$ cat src/rtl/core/lrcs_ram.sv
module lrcs_ram #(
  parameter int unsigned WIDTH = 8,
  parameter int unsigned DEPTH = 16
) (
  input  logic                     clk_i,
  input  logic                     we_i,
  input  logic [$clog2(DEPTH)-1:0] waddr_i,
  input  logic [WIDTH-1:0]         wdata_i,
  input  logic                     re_i,
  input  logic [$clog2(DEPTH)-1:0] raddr_i,
  output logic [WIDTH-1:0]         rdata_o
);

  logic [WIDTH-1:0] mem_q [DEPTH];

  always_ff @(posedge clk_i) begin
    if (we_i) begin
      mem_q[waddr_i] <= wdata_i;
    end
    if (re_i) begin
      rdata_o <= mem_q[raddr_i];
    end
  end

endmodule

$ cat config.mk
export PLATFORM = sky130hd
export DESIGN_NAME = lrcs_ram
export DESIGN_NICKNAME = d
export VERILOG_FILES = /design/src/rtl/core/lrcs_ram.sv
export SDC_FILE = /design/constraint.sdc
export NUM_CORES = 1
export LEC_CHECK = 0
export BUFFER_PORTS_ARGS = -buffer_cell sky130_fd_sc_hd__buf_2
export CORE_MARGIN = 8
export CORE_UTILIZATION = 25
export DETAILED_ROUTE_END_ITERATION = 16
export PLACE_DENSITY = 0.51
export SLEW_MARGIN = 20
export SYNTH_ARGS = -nofsm -noshare
export SYNTH_HDL_FRONTEND = slang
export SYNTH_SLANG_ARGS = --single-unit
$ cat constraint.sdc
create_clock -name clk_i -period 1.8 [get_ports clk_i]
set_clock_uncertainty 0.2 [all_clocks]
set_input_delay 0.18 -clock clk_i [delete_from_list [all_inputs] [get_ports clk_i]]
set_output_delay 0.18 -clock clk_i [all_outputs]
set_load 0.005 [all_outputs]
# --- Word level (Yosys, flattened, before mapping) ---
# Memory sizes are Yosys's and may differ from the RTL's. A register that Yosys moved wholly into a read port is not among the register bits.
# Cells that the tools add are included.
word_totals:
  n_memories: 1
  inputBits: 19
  elab_cells: 3
  ramBits: 128
  register_bits: 0
op_classes:
  mux: 2
mem_list:
  columns: ["name", "depth", "word_bits", "rd", "rd_clocked_by_memory_dff", "wr", "line_no", "text"]
  rows:
  - ["mem_q", 16, 8, 1, 1, 1, "14", "logic [WIDTH-1:0] mem_q [DEPTH];"]
ops:
  columns: ["operator", "count"]
  rows:
  - ["2-to-1 mux 1 bit", 2]

# --- Longest topological paths before layout ---
logic_depth:
  depth_word: 2
  ltp_mapped: 5
  mapped_depth_nobuf: 3

# --- Worst setup path after synthesis ---
# No wires, ideal clock.
synth_timing:
  kind: "input to register"
  startpoint: "input waddr_i[2]"
  endpoint: "memory mem_q[0][0] (enable)"
  setup_ps: 383
  setup_slack_ps: -73
  stages: 2
  required_time_ps: 1217
  t_arrival_ps: 1290
  cell_sequence: "or3b_2 nor3_1"
synth_rtl:
  columns: ["element", "line_no", "text"]
  rows:
  - ["start, declared", "7", "input logic [$clog2(DEPTH)-1:0] waddr_i,"]
  - ["end, declared", "14", null]
# Straight into the memory's write port.

==> flow_summary.toml <==
[floorplan]
core_mm2 = 0.0208
die-height_um = 161
die_x_um = 161
boundaryPins = 27
rows = 53
start_util_pct = 25.2
dieArea_mm2 = 0.0258

[setup_path]
startpoint_type = "flop"
worstSetupPathType = "reg2reg"
worstPathRequired_ns = 1.74
cpMaxStageDelayCell = "mux4_1"
crit_family = "multiplexers"
end_kind = "flop"
crit_chain = "mux4_1 -> a22oi_1 -> nand2_1"
critPathMaxFanout = 1
path_buf_inv = 0
crit_arrival_ns = 1.63
slowest_delay_ns = 0.50

[global_routing]
grt_pass1_wl_um = 16800
track_usage_pct = 8.96
antenna_found_initial = 0
grt_pass1_vias = 2660
grt-ovfl-total = 0
grt_max_degree = 26

[clock_tree]
cts-root-buf = "clkbuf_16"
cts_tree = "built"
numCtsBuffers = 17
cts_sinks = 136
insertion_delay_ns = 0.41
cts.path.max_buffers = 2
cts.clk_slew.worst_paths_ns = 0.05
cts_resized = 0
cts_max_level = 4

[place]
dp_hpwl_um = 7280
place_area_mm2 = 0.00581
place.gp.congestion = 0.690
numPortBuffers = 26
pre_cts_ws_ns = -0.197

[synthesis]
syn_area_mm2 = 0.00523
ys_seq_area_share_pct = 78.1
syn_nets = 248
avgSynthCellArea_um2 = 22.8
syn_inst = 229
synth_seq_cells = 136
ys_warn_count = 0
ys_types = 18

[worst_hold_path]
hold_class = "in2reg"

[routing]
wl_met3_um = 394
wl_um = 10800
drt_iter0_drc = 193
avgRoutedWirePerCell_um = 18.7
via_per_inst = 4.24
routed.top_layer = "met4"
vias = 2460
drt_pre_antenna_iters = 4
wl_met1_um = 5100
ant_nets = 0
post-route-drc-count = 0
route.met2.wl_um = 5180

[final_layout]
multi_input_area_mm2 = 0.00106
antenna_cells = 0
post_route_cells_drive_above_1_share_pct = 29.8
fillCellCount = 1965
nets = 312
syn_to_final_growth_pct = 23.7
fin_area_mm2 = 0.00647
regArea_mm2 = 0.00408

[outcome]
status = "completed"

[timing]
tns_ns = 0
max_slew_margin_pct = 52.1
min_period_over_period_pct = 93.6
hold_viol = 0
setup_viol = 0
rsz0062_at_grt = "no"
tightest_slew_ns = 0.717
min_period_ns = 1.68
fmax_mhz = 594
fin_ws_ns = 0.116
drv_slew = 0

[pwr]
power.total_mw = 7.26
ir_worst_vdd_v = 0.000626
power_density_mw_per_mm2 = 1120
p_leak_nw = 2.14

[job]
maxCapViolations = 0
## worst min-delay path: stages
cell and delay [ns]:
buf_2 0.15, nor3_2 0.06, buf_4 0.17
## power breakdown
group	internal, mW	switching (mW)
logic	0.157	0.197
registers	3.57	0.0211
clock network	2.14	1.17
## flip-flops by register name (all words and copies together), names as in the netlist
register  cells
rdata_o       8
mem_q       128
## metal layers
| metal | track usage (%) | up-vias |
|---|---|---|
| li1 | - | 1109 |
| met1 | 11.8 | 1279 |
| met2 | 13.6 | 58 |
| met3 | 2.23 | 14 |
| met4 | 4.21 | 0 |
| met5 | 0 | - |
## area by class of cell
cell class              instances  share of cell area, %
well taps                     275                   5.32
clock inverters                11                   2.03
clock buffers                  20                   6.75
multi-input cells              83                   16.4
flip-flops and latches        136                   63.2
repair buffers                 55                   6.31
## cells by family after synthesis
kind of cell / count (synthesis) / share of synthesized area, %
AOI/OAI and AO/OA: 16 / 2.30
buffers and inverters: 10 / 1.65
muxes: 32 / 14.8
DFF: 136 / 78.1
and+or+nand+nor: 35 / 3.14
## worst paths after layout
path | cells after the start | startpoint | to | slack [ns]
min | 3 | waddr_i[0] | mem_q[0][6]$_DFFE_PP_ | 0.13
min reg2reg | 3 | mem_q[9][1]$_DFFE_PP_ | rdata_o[1]$_DFFE_PP_ | 0.55
max | 3 | mem_q[9][5]$_DFFE_PP_ | rdata_o[5]$_DFFE_PP_ | 0.12
max reg2reg | 3 | mem_q[9][5]$_DFFE_PP_ | rdata_o[5]$_DFFE_PP_ | 0.12
## cell usage after synthesis
| cell type | count | share of area [%] |
|---|---|---|
| a22oi_1 | 16 | 2.3 |
| and2_1 | 1 | 0.12 |
| and2b_1 | 1 | 0.14 |
| buf_2 | 3 | 0.29 |
| buf_4 | 1 | 0.14 |
| buf_6 | 3 | 0.65 |
| clkdlybuf4s25_2 | 3 | 0.57 |
| edfxtp_1 | 136 | 78 |
| mux4_1 | 14 | 7.0 |
| mux4_2 | 18 | 7.8 |
| nand2_1 | 9 | 0.65 |
| nand2b_1 | 2 | 0.24 |
| nand3_1 | 1 | 0.096 |
| nand3b_1 | 2 | 0.29 |
| nor2_1 | 13 | 0.93 |
| nor2b_1 | 1 | 0.12 |
| nor3_1 | 4 | 0.38 |
| or3b_2 | 1 | 0.17 |
## timing repair
item	4_1_cts	5_1_grt
endpoints found under the hold margin	136	0
hold buffers	9	0
setup buffers	0	0
## layout by cell type (no fill, tap or decap), types with 9 or more instances in the layout
cell type      synthesis  routed
clkbuf_16              0      17
nor2_1                13      13
buf_4                  1      17
edfxtp_1             136     136
mux4_2                18      18
buf_2                  3      26
nand2_1                9       9
dlygate4sd3_1          0       9
mux4_1                14      14
a22oi_1               16      16
## stage by stage
step / instances / util, % / hold WS [ns]
after floorplan: 229 / - / 0.0789
after global placement: 540 / 28.0 / 0.367
after detailed placement: 540 / 28.0 / 0.361
after CTS: 580 / 31.2 / 0.124
after global routing: 580 / 31.2 / 0.164
final: 580 / 31.2 / 0.135
No activity file was read; power rests on OpenSTA's default activity.
